==> src/hdl/kcr_pkg.sv <==
// ---------------------------------------------------------------------------
// kcr_pkg: shared types and constants of the keyframe collinear reducer
// Word formats, arithmetic widths, sequencer states and the product schedule.
// ---------------------------------------------------------------------------
package kcr_pkg;

  localparam int COORD_BITS = 24;
  localparam int STAMP_BITS = 32;

  // difference of two coordinates
  localparam int DW = COORD_BITS + 1;
  // widest exact value: len2^2 * tol^2
  localparam int PW = 4 * COORD_BITS + 40;
  // widest second operand: cross term or len2, signed
  localparam int BW = 2 * COORD_BITS + 5;
  // 8-bit digits of the second operand
  localparam int MUL_DIGITS = (BW + 7) / 8;
  localparam int CNT_BITS   = $clog2(MUL_DIGITS + 1);

  localparam int NSTEP     = 18;
  localparam int STEP_BITS = 5;

  typedef struct packed {
    logic signed [COORD_BITS-1:0] key_x;
    logic signed [COORD_BITS-1:0] key_y;
    logic signed [COORD_BITS-1:0] key_z;
    logic        [STAMP_BITS-1:0] key_time;
    logic                         track_end;
  } key_word_t;

  typedef struct packed {
    logic signed [COORD_BITS-1:0] kept_x;
    logic signed [COORD_BITS-1:0] kept_y;
    logic signed [COORD_BITS-1:0] kept_z;
    logic        [STAMP_BITS-1:0] kept_time;
    logic                         kept_last;
  } kept_word_t;

  typedef enum logic [2:0] {
    ST_IDLE,
    ST_CALC_START,
    ST_CALC_WAIT,
    ST_DECIDE,
    ST_EMIT_PEND,
    ST_FINISH,
    ST_EMIT_KEY
  } state_t;

  // operand sources of the shared multiplier
  typedef enum logic [3:0] {
    OP_PD0, OP_PD1, OP_PD2,
    OP_V0, OP_V1, OP_V2,
    OP_C0, OP_C1, OP_C2,
    OP_LEN2, OP_RHS, OP_TOL
  } opnd_t;

  // accumulators written by a product
  typedef enum logic [2:0] {
    ACC_T, ACC_LEN2, ACC_C0, ACC_C1, ACC_C2, ACC_LHS, ACC_RHS
  } acc_t;

  typedef struct packed {
    opnd_t a;
    opnd_t b;
    acc_t  tgt;
    logic  sub;
    logic  replace;
  } step_t;

  localparam int REG_ENABLE = 0;
  localparam int REG_TOL    = 1;

  // product schedule: dot, length, cross terms, squared cross, rhs chain
  function automatic step_t step_rom(input logic [STEP_BITS-1:0] s);
    step_t r;
    r = '{a: OP_PD0, b: OP_V0, tgt: ACC_T, sub: 1'b0, replace: 1'b0};
    case (s)
      5'd0:  r = '{OP_PD0, OP_V0, ACC_T, 1'b0, 1'b0};
      5'd1:  r = '{OP_PD1, OP_V1, ACC_T, 1'b0, 1'b0};
      5'd2:  r = '{OP_PD2, OP_V2, ACC_T, 1'b0, 1'b0};
      5'd3:  r = '{OP_PD0, OP_PD0, ACC_LEN2, 1'b0, 1'b0};
      5'd4:  r = '{OP_PD1, OP_PD1, ACC_LEN2, 1'b0, 1'b0};
      5'd5:  r = '{OP_PD2, OP_PD2, ACC_LEN2, 1'b0, 1'b0};
      5'd6:  r = '{OP_PD1, OP_V2, ACC_C0, 1'b0, 1'b0};
      5'd7:  r = '{OP_PD2, OP_V1, ACC_C0, 1'b1, 1'b0};
      5'd8:  r = '{OP_PD2, OP_V0, ACC_C1, 1'b0, 1'b0};
      5'd9:  r = '{OP_PD0, OP_V2, ACC_C1, 1'b1, 1'b0};
      5'd10: r = '{OP_PD0, OP_V1, ACC_C2, 1'b0, 1'b0};
      5'd11: r = '{OP_PD1, OP_V0, ACC_C2, 1'b1, 1'b0};
      5'd12: r = '{OP_C0, OP_C0, ACC_LHS, 1'b0, 1'b0};
      5'd13: r = '{OP_C1, OP_C1, ACC_LHS, 1'b0, 1'b0};
      5'd14: r = '{OP_C2, OP_C2, ACC_LHS, 1'b0, 1'b0};
      5'd15: r = '{OP_LEN2, OP_LEN2, ACC_RHS, 1'b0, 1'b1};
      5'd16: r = '{OP_RHS, OP_TOL, ACC_RHS, 1'b0, 1'b1};
      5'd17: r = '{OP_RHS, OP_TOL, ACC_RHS, 1'b0, 1'b1};
      default: r = '{OP_PD0, OP_V0, ACC_T, 1'b0, 1'b0};
    endcase
    return r;
  endfunction

endpackage

==> src/hdl/kcr_mul.sv <==
// ---------------------------------------------------------------------------
// kcr_mul: digit-serial signed multiplier
// Multiplies a wide signed operand by a narrower one, eight bits a cycle.
// ---------------------------------------------------------------------------
module kcr_mul (
  input  logic                     clk,
  input  logic                     rst,
  input  logic                     start,
  input  logic [kcr_pkg::PW-1:0]   a,
  input  logic [kcr_pkg::BW-1:0]   b,
  output logic                     done,
  output logic [kcr_pkg::PW-1:0]   prod
);
  import kcr_pkg::*;

  logic [PW-1:0]       amag;
  logic [BW-1:0]       bmag;
  logic [PW-1:0]       acc;
  logic                neg;
  logic                busy;
  logic [CNT_BITS-1:0] cnt;

  // control
  always_ff @(posedge clk) begin
    if (rst) begin
      busy <= 1'b0;
      done <= 1'b0;
      cnt  <= '0;
    end else begin
      done <= 1'b0;
      if (start) begin
        busy <= 1'b1;
        cnt  <= '0;
      end else if (busy) begin
        cnt <= cnt + 1'b1;
        if (cnt == CNT_BITS'(MUL_DIGITS - 1)) begin
          busy <= 1'b0;
          done <= 1'b1;
        end
      end
    end
  end

  // datapath: one 8-bit digit of b per cycle
  always_ff @(posedge clk) begin
    if (start) begin
      amag <= a[PW-1] ? (~a + 1'b1) : a;
      bmag <= b[BW-1] ? (~b + 1'b1) : b;
      neg  <= a[PW-1] ^ b[BW-1];
      acc  <= '0;
    end else if (busy) begin
      acc  <= acc + (amag * PW'(bmag[7:0]));
      amag <= amag << 8;
      bmag <= bmag >> 8;
    end
  end

  assign prod = neg ? (~acc + 1'b1) : acc;

endmodule
==> config.mk <==
export PLATFORM = sky130hd
export DESIGN_NAME = kcr_mul
export DESIGN_NICKNAME = d
export VERILOG_FILES = /design/src/hdl/kcr_pkg.sv /design/src/hdl/kcr_mul.sv
export SDC_FILE = /design/constraint.sdc
export NUM_CORES = 2
export LEC_CHECK = 0
export BUFFER_PORTS_ARGS = -buffer_cell sky130_fd_sc_hd__buf_2
export CELL_PAD_IN_SITES_DETAIL_PLACEMENT = 1
export CELL_PAD_IN_SITES_GLOBAL_PLACEMENT = 1
export CORE_AREA = 2 2 331 333
export DETAILED_ROUTE_END_ITERATION = 10
export DIE_AREA = 0 0 333 335
export PLACE_DENSITY = 0.89
export RECOVER_POWER = 25
export SLEW_MARGIN = 0
export SYNTH_ARGS = -nofsm -noshare
export SYNTH_HDL_FRONTEND = slang
export SYNTH_SLANG_ARGS = --single-unit
export TNS_END_PERCENT = 100
==> constraint.sdc <==
create_clock -name clk -period 17.8 [get_ports clk]
set_input_delay 0 -clock clk [delete_from_list [all_inputs] [get_ports clk]]
set_output_delay 0 -clock clk [all_outputs]
set_load 0.005 [all_outputs]
**Yosys cells after proc, flatten, opt, wreduce, memory -nomap -nowiden**

Index checks and enable logic that the tools add are counted.

- Add/subtract/negate cells: 5
- $mul: 1
- Equality and inequality tests: 1
- Muxes and demuxes: 11
- Bitwise operators: 5
- Reductions and logical operators: 3

Operators with widths:

| operator | number |
|---|---|
| two-way mux 136 bit | 4 |
| adder 136 x 1 -> 136 bit (second input constant) | 2 |
| NOT 136 bit | 2 |
| two-way mux 53 bit | 3 |
| adder 136 bit | 1 |
| multiplier 136 x 8 -> 136 bit | 1 |
| adder 53 x 1 -> 53 bit (second input constant) | 1 |
| NOT 53 bit | 1 |
| two-way mux 1 bit | 4 |
| adder 3 x 1 -> 3 bit (second input constant) | 1 |
| equality test 3 bit (second input constant) | 1 |
| OR reduction 3 bit | 1 |
| nonzero test 2 bit | 1 |
| OR reduction 2 bit | 1 |
| NOT 1 bit | 1 |
| XOR 1 bit | 1 |

- Flip-flop bits (word level): 331
- Bits of input ports: 192

**Logic depth before layout (Yosys ltp)**

- Depth after elaboration: 4
- Depth in mapped cells: 26

**Least setup slack after synthesis**

Ideal clock, no wire load.

- Path kind: register to register
- Start point: reg busy
- End point: reg amag[0], enable pin
- Setup time: 627 ps
- Arrival: 5986 ps
- Required time: 17173 ps
- Slack: 11187 ps
- Stages on the path, launching flop included: 5
- Buffers on the path: 2
- Period minus slack after synthesis: 6613 ps
- Path through: dfxtp_1 -> clkbuf_1 -> nor2_1 -> clkinv_1 -> clkbuf_1

- Cells in the longest elaborated chain, start to end: 1

RTL lines:

| element | line | source |
|---|---|---|
| start, declared | kcr_mul.sv:20 | `logic busy;` |
| start signal, assigned | kcr_mul.sv:26 | `busy <= 1'b0;` |
| start signal, assigned | kcr_mul.sv:32 | `busy <= 1'b1;` |
| start signal, assigned | kcr_mul.sv:37 | `busy <= 1'b0;` |
| nonzero test 2 bit (no source line) | -- |  |
| end signal, assigned | kcr_mul.sv:47 | `amag <= a[PW-1] ? (~a + 1'b1) : a;` |
| end signal, assigned | kcr_mul.sv:53 | `amag <= amag << 8;` |
| end, declared | kcr_mul.sv:16 | `logic [PW-1:0] amag;` |

Every way passes these cells.
A chain may end at the register's enable or synchronous reset.

**Worst setup path in the final report**

- Start point: in start
- End point: reg amag[109], enable pin

- Cells in the longest elaborated chain, start to end: 1

RTL lines:

| element | line | source |
|---|---|---|
| start, declared | kcr_mul.sv:8 | `input logic start,` |
| nonzero test 2 bit (no source line) | -- |  |

Every way passes these cells.

==> metrics.txt <==
# TYPE chip_impl_metric gauge
chip_impl_metric{name="slew_viol_final",unit=""} 712
chip_impl_metric{name="die_width",unit="um"} 333
chip_impl_metric{name="final.period_utilization",unit=""} 0.662
chip_impl_metric{name="worst_pin_slew",unit="ns"} 9.09
chip_impl_info{name="kind_of_critical_path",value="in2reg"} 1
chip_impl_metric{name="synth.ff_latch_count",unit=""} 331
chip_impl_info{name="timing.critical_path.from_type",value="primary input"} 1
chip_impl_metric{name="drt_pass1_iterations",unit=""} 9
chip_impl_metric{name="postSynthAreaPerCell",unit="um2"} 8.59
chip_impl_metric{name="drc",unit=""} 0
chip_impl_metric{name="setup_skew_after_layout",unit="ns"} 0.0447
chip_impl_info{name="hp-class",value="in2reg"} 1
chip_impl_metric{name="worst_skew_late_latency",unit="ns"} 0.65
chip_impl_metric{name="dp.final_hpwl",unit="um"} 185000
chip_impl_metric{name="boundaryPins",unit=""} 329
chip_impl_metric{name="core_area",unit="um2"} 108000
chip_impl_info{name="rsz0062_at_grt",value="no"} 1
chip_impl_info{name="worst_hold_startpoint",value="a[92]"} 1
chip_impl_metric{name="post_synth_and_or_nand_nor_area_fraction",unit=""} 0.202
chip_impl_metric{name="numClockSinks",unit=""} 331
chip_impl_metric{name="mappedNetlistNets",unit=""} 7854
chip_impl_metric{name="relSlewSlack",unit=""} -5.06
chip_impl_info{name="violated_checks",value="capacitance limit, slew limit"} 1
chip_impl_info{name="run_status",value="complete, but fails checks"} 1
chip_impl_metric{name="start_util",unit=""} 0.525
chip_impl_metric{name="clock_path_buffers",unit=""} 3
chip_impl_metric{name="fillerInstances",unit=""} 12700
chip_impl_info{name="main_combinational_cell_family_by_area_after_synthesis",value="adder cells"} 1
chip_impl_metric{name="post_synth_arst_share",unit=""} 0
chip_impl_metric{name="gr-total-overflow",unit=""} 0
chip_impl_info{name="worst_setup_path_startpoint",value="start"} 1
chip_impl_metric{name="area_growth",unit="%"} 11.0
chip_impl_info{name="cp_top_family",value="buffers and inverters"} 1
chip_impl_info{name="dominantRegCellSynth",value="edfxtp_1"} 1
chip_impl_metric{name="via_count",unit=""} 55900
chip_impl_metric{name="post_cts_resized",unit=""} 0
chip_impl_metric{name="worst-path-buf-inv",unit=""} 5
chip_impl_info{name="final_common_cell",value="inv_1"} 1
chip_impl_metric{name="routed_via_density",unit=""} 6.67
chip_impl_metric{name="drive_gt1_frac",unit=""} 0.0714
chip_impl_metric{name="numPortBuffers",unit=""} 328
chip_impl_metric{name="grt_start_max_net_pins",unit=""} 152
chip_impl_metric{name="post-route-min-period",unit="ns"} 11.78
chip_impl_info{name="timing.critical_path.cells",value="dlygate4sd3_1 > clkbuf_1 > nor2_1 > clkbuf_1 > clkinvlp_2 > clkbuf_1"} 1
chip_impl_metric{name="clkTransAtPathRegs",unit="ns"} 0.07
chip_impl_metric{name="synthesis.area",unit="um2"} 56700
chip_impl_metric{name="timing.critical_path.required",unit="ns"} 17.74
chip_impl_metric{name="post_synth_xor_area_fraction",unit=""} 0.0712
chip_impl_metric{name="synth.yosys.seq_area_share",unit=""} 0.150
chip_impl_metric{name="final_cell_area",unit="um2"} 62900
chip_impl_metric{name="wl",unit="um"} 270000
chip_impl_metric{name="worst-path-max-fanout",unit=""} 151
chip_impl_metric{name="cts_buffers",unit=""} 45
chip_impl_metric{name="fmaxAchievable",unit="MHz"} 84.9
chip_impl_metric{name="htree_levels",unit=""} 2
chip_impl_metric{name="synth_edf_count",unit=""} 190
chip_impl_metric{name="place_area",unit="um2"} 59200
chip_impl_metric{name="worstPathArrival",unit="ns"} 11.71
chip_impl_metric{name="post_drt_wl_per_cell",unit="um"} 32.2
chip_impl_metric{name="synth_compound_gate_area_share",unit=""} 0.109
chip_impl_metric{name="antenna_found_initial",unit=""} 19
chip_impl_info{name="layout_common_cells",value="inv_1 (1094), fa_1 (914), and2_1 (753)"} 1
chip_impl_metric{name="grt_first_pass_wirelength",unit="um"} 397000
chip_impl_metric{name="floorplan.rows",unit=""} 121
chip_impl_metric{name="die_height",unit="um"} 335
chip_impl_metric{name="final_antenna_net_count",unit=""} 0
chip_impl_metric{name="setup-violations-final",unit=""} 0
chip_impl_metric{name="cts_setup_buffers",unit=""} 0
chip_impl_metric{name="drt_iter0_markers",unit=""} 8115
chip_impl_metric{name="synthDistinctLibCells",unit=""} 77
chip_impl_metric{name="num-nets-final",unit=""} 8172
chip_impl_metric{name="hold_viol_final",unit=""} 0
chip_impl_info{name="critPathSlowestCell",value="clkbuf_1"} 1
chip_impl_metric{name="floorplan_die_area",unit="um2"} 112000
chip_impl_metric{name="fin_tns_setup",unit="ns"} 0
chip_impl_info{name="tritoncts",value="done"} 1
chip_impl_metric{name="all_layer_gr_usage",unit=""} 0.478
chip_impl_metric{name="cap_violations",unit=""} 10
chip_impl_info{name="critical_path.endpoint_type",value="flip-flop"} 1
chip_impl_metric{name="gp_routability_congestion",unit=""} 1.00
chip_impl_metric{name="grt_pass1_vias",unit=""} 60300
chip_impl_metric{name="fin_worst_hold_slack",unit="ns"} 0.0982
chip_impl_metric{name="synth_fa_ha_area_frac",unit=""} 0.356
chip_impl_info{name="timing.rr.start",value="busy"} 1
chip_impl_metric{name="syn_inst",unit=""} 6598
chip_impl_info{name="cts.root.buffer_cell",value="clkbuf_16"} 1
chip_impl_metric{name="synth_mux_area_frac",unit=""} 0.0174
chip_impl_metric{name="cpPeakStageDelay",unit="ns"} 6.55
chip_impl_metric{name="ys_warn_count",unit=""} 0
chip_impl_info{name="path_common_cell",value="clkbuf_1"} 1
-- synthesized netlist by cell type (150+ instances only) --
master	number	area, um2
o21ai_0	220	1100
xor2_1	210	1840
nor2_1	382	1430
a21oi_1	372	1860
fa_1	914	18300
clkbuf_1	284	1070
ha_1	150	1880
edfxtp_1	190	5710
nand2_1	615	2310
and2_1	753	4710
xnor2_1	251	2200
inv_1	1094	4110
-- worst reg2reg max path: cells and delay by family (launching register included) --
| kind | cells | cell delay [ns] |
|---|---|---|
| buffers and inverters | 3 | 10.03 |
| DFF | 1 | 0.46 |
| and+or+nand+nor | 1 | 0.08 |
-- logic make-up (layout without fill, tap and decap cells) --
| kind of cell | count (synthesis) | count (layout) |
|---|---|---|
| AO/OA/AOI/OAI | 1015 | 1015 |
| XOR/XNOR | 461 | 461 |
| adder cells (fa/ha/maj) | 1064 | 1064 |
| buffers and inverters | 1411 | 1763 |
| flip-flops | 331 | 331 |
| multiplexers | 96 | 96 |
| other | 0 | 15 |
| AND/OR/NAND/NOR | 2220 | 2220 |
-- through the flow --
stage / setup slack [ns] / instances / utilization
after floorplan: 11.19 / 6598 / -
after global placement: 9.72 / 8062 / 0.548
after detailed placement: 9.47 / 8062 / 0.548
after CTS: 9.45 / 8364 / 0.583
after global routing: 5.96 / 8376 / 0.582
final: 6.02 / 8379 / 0.582
-- path summary, 6_finish.rpt --
| check | to | depth (start not counted) | slack, ns |
|---|---|---|---|
| setup / recovery | amag[109] | 6 | 6.02 |
| hold reg to reg | done | 2 | 0.51 |
| hold / removal | amag[92] | 3 | 0.1 |
| setup reg to reg | amag[109] | 4 | 6.32 |
-- area by class of cell --
| cell class | count | area [um2] | area share |
|---|---|---|---|
| Sequential cell | 331 | 8530 | 0.136 |
| Timing Repair Buffer | 585 | 4080 | 0.0648 |
| Multi-Input combinational cell | 4856 | 42900 | 0.681 |
| Clock inverter | 24 | 270 | 0.00429 |
| Clock buffer | 57 | 1260 | 0.0201 |
| Tap cell | 1414 | 1770 | 0.0281 |
| Antenna cell | 15 | 37.5 | 0.000596 |
| Inverter | 1097 | 4120 | 0.0654 |
-- layer usage --
layer  routed length [um]  up-vias  global-route usage
met4                22800        8               0.328
met2               116000     4897               0.718
li1                     -    21600                   -
met1                93000    27700               0.572
met5                   90        -             0.00391
met3                37400     1655               0.174
-- sequential cells by signal (all words and copies together) (netlist names) --
signal / cells
done: 1
neg: 1
cnt: 3
amag: 136
busy: 1
acc: 136
bmag: 53
-- timing repair --
item	CTS	global route
endpoints found under the hold margin	193	0
hold buffers	221	0
setup endpoints to repair	0	0
Power is left out: the tool's default activity adds up to more than one toggle a clock period on the data nets, which glitch-free logic cannot reach.
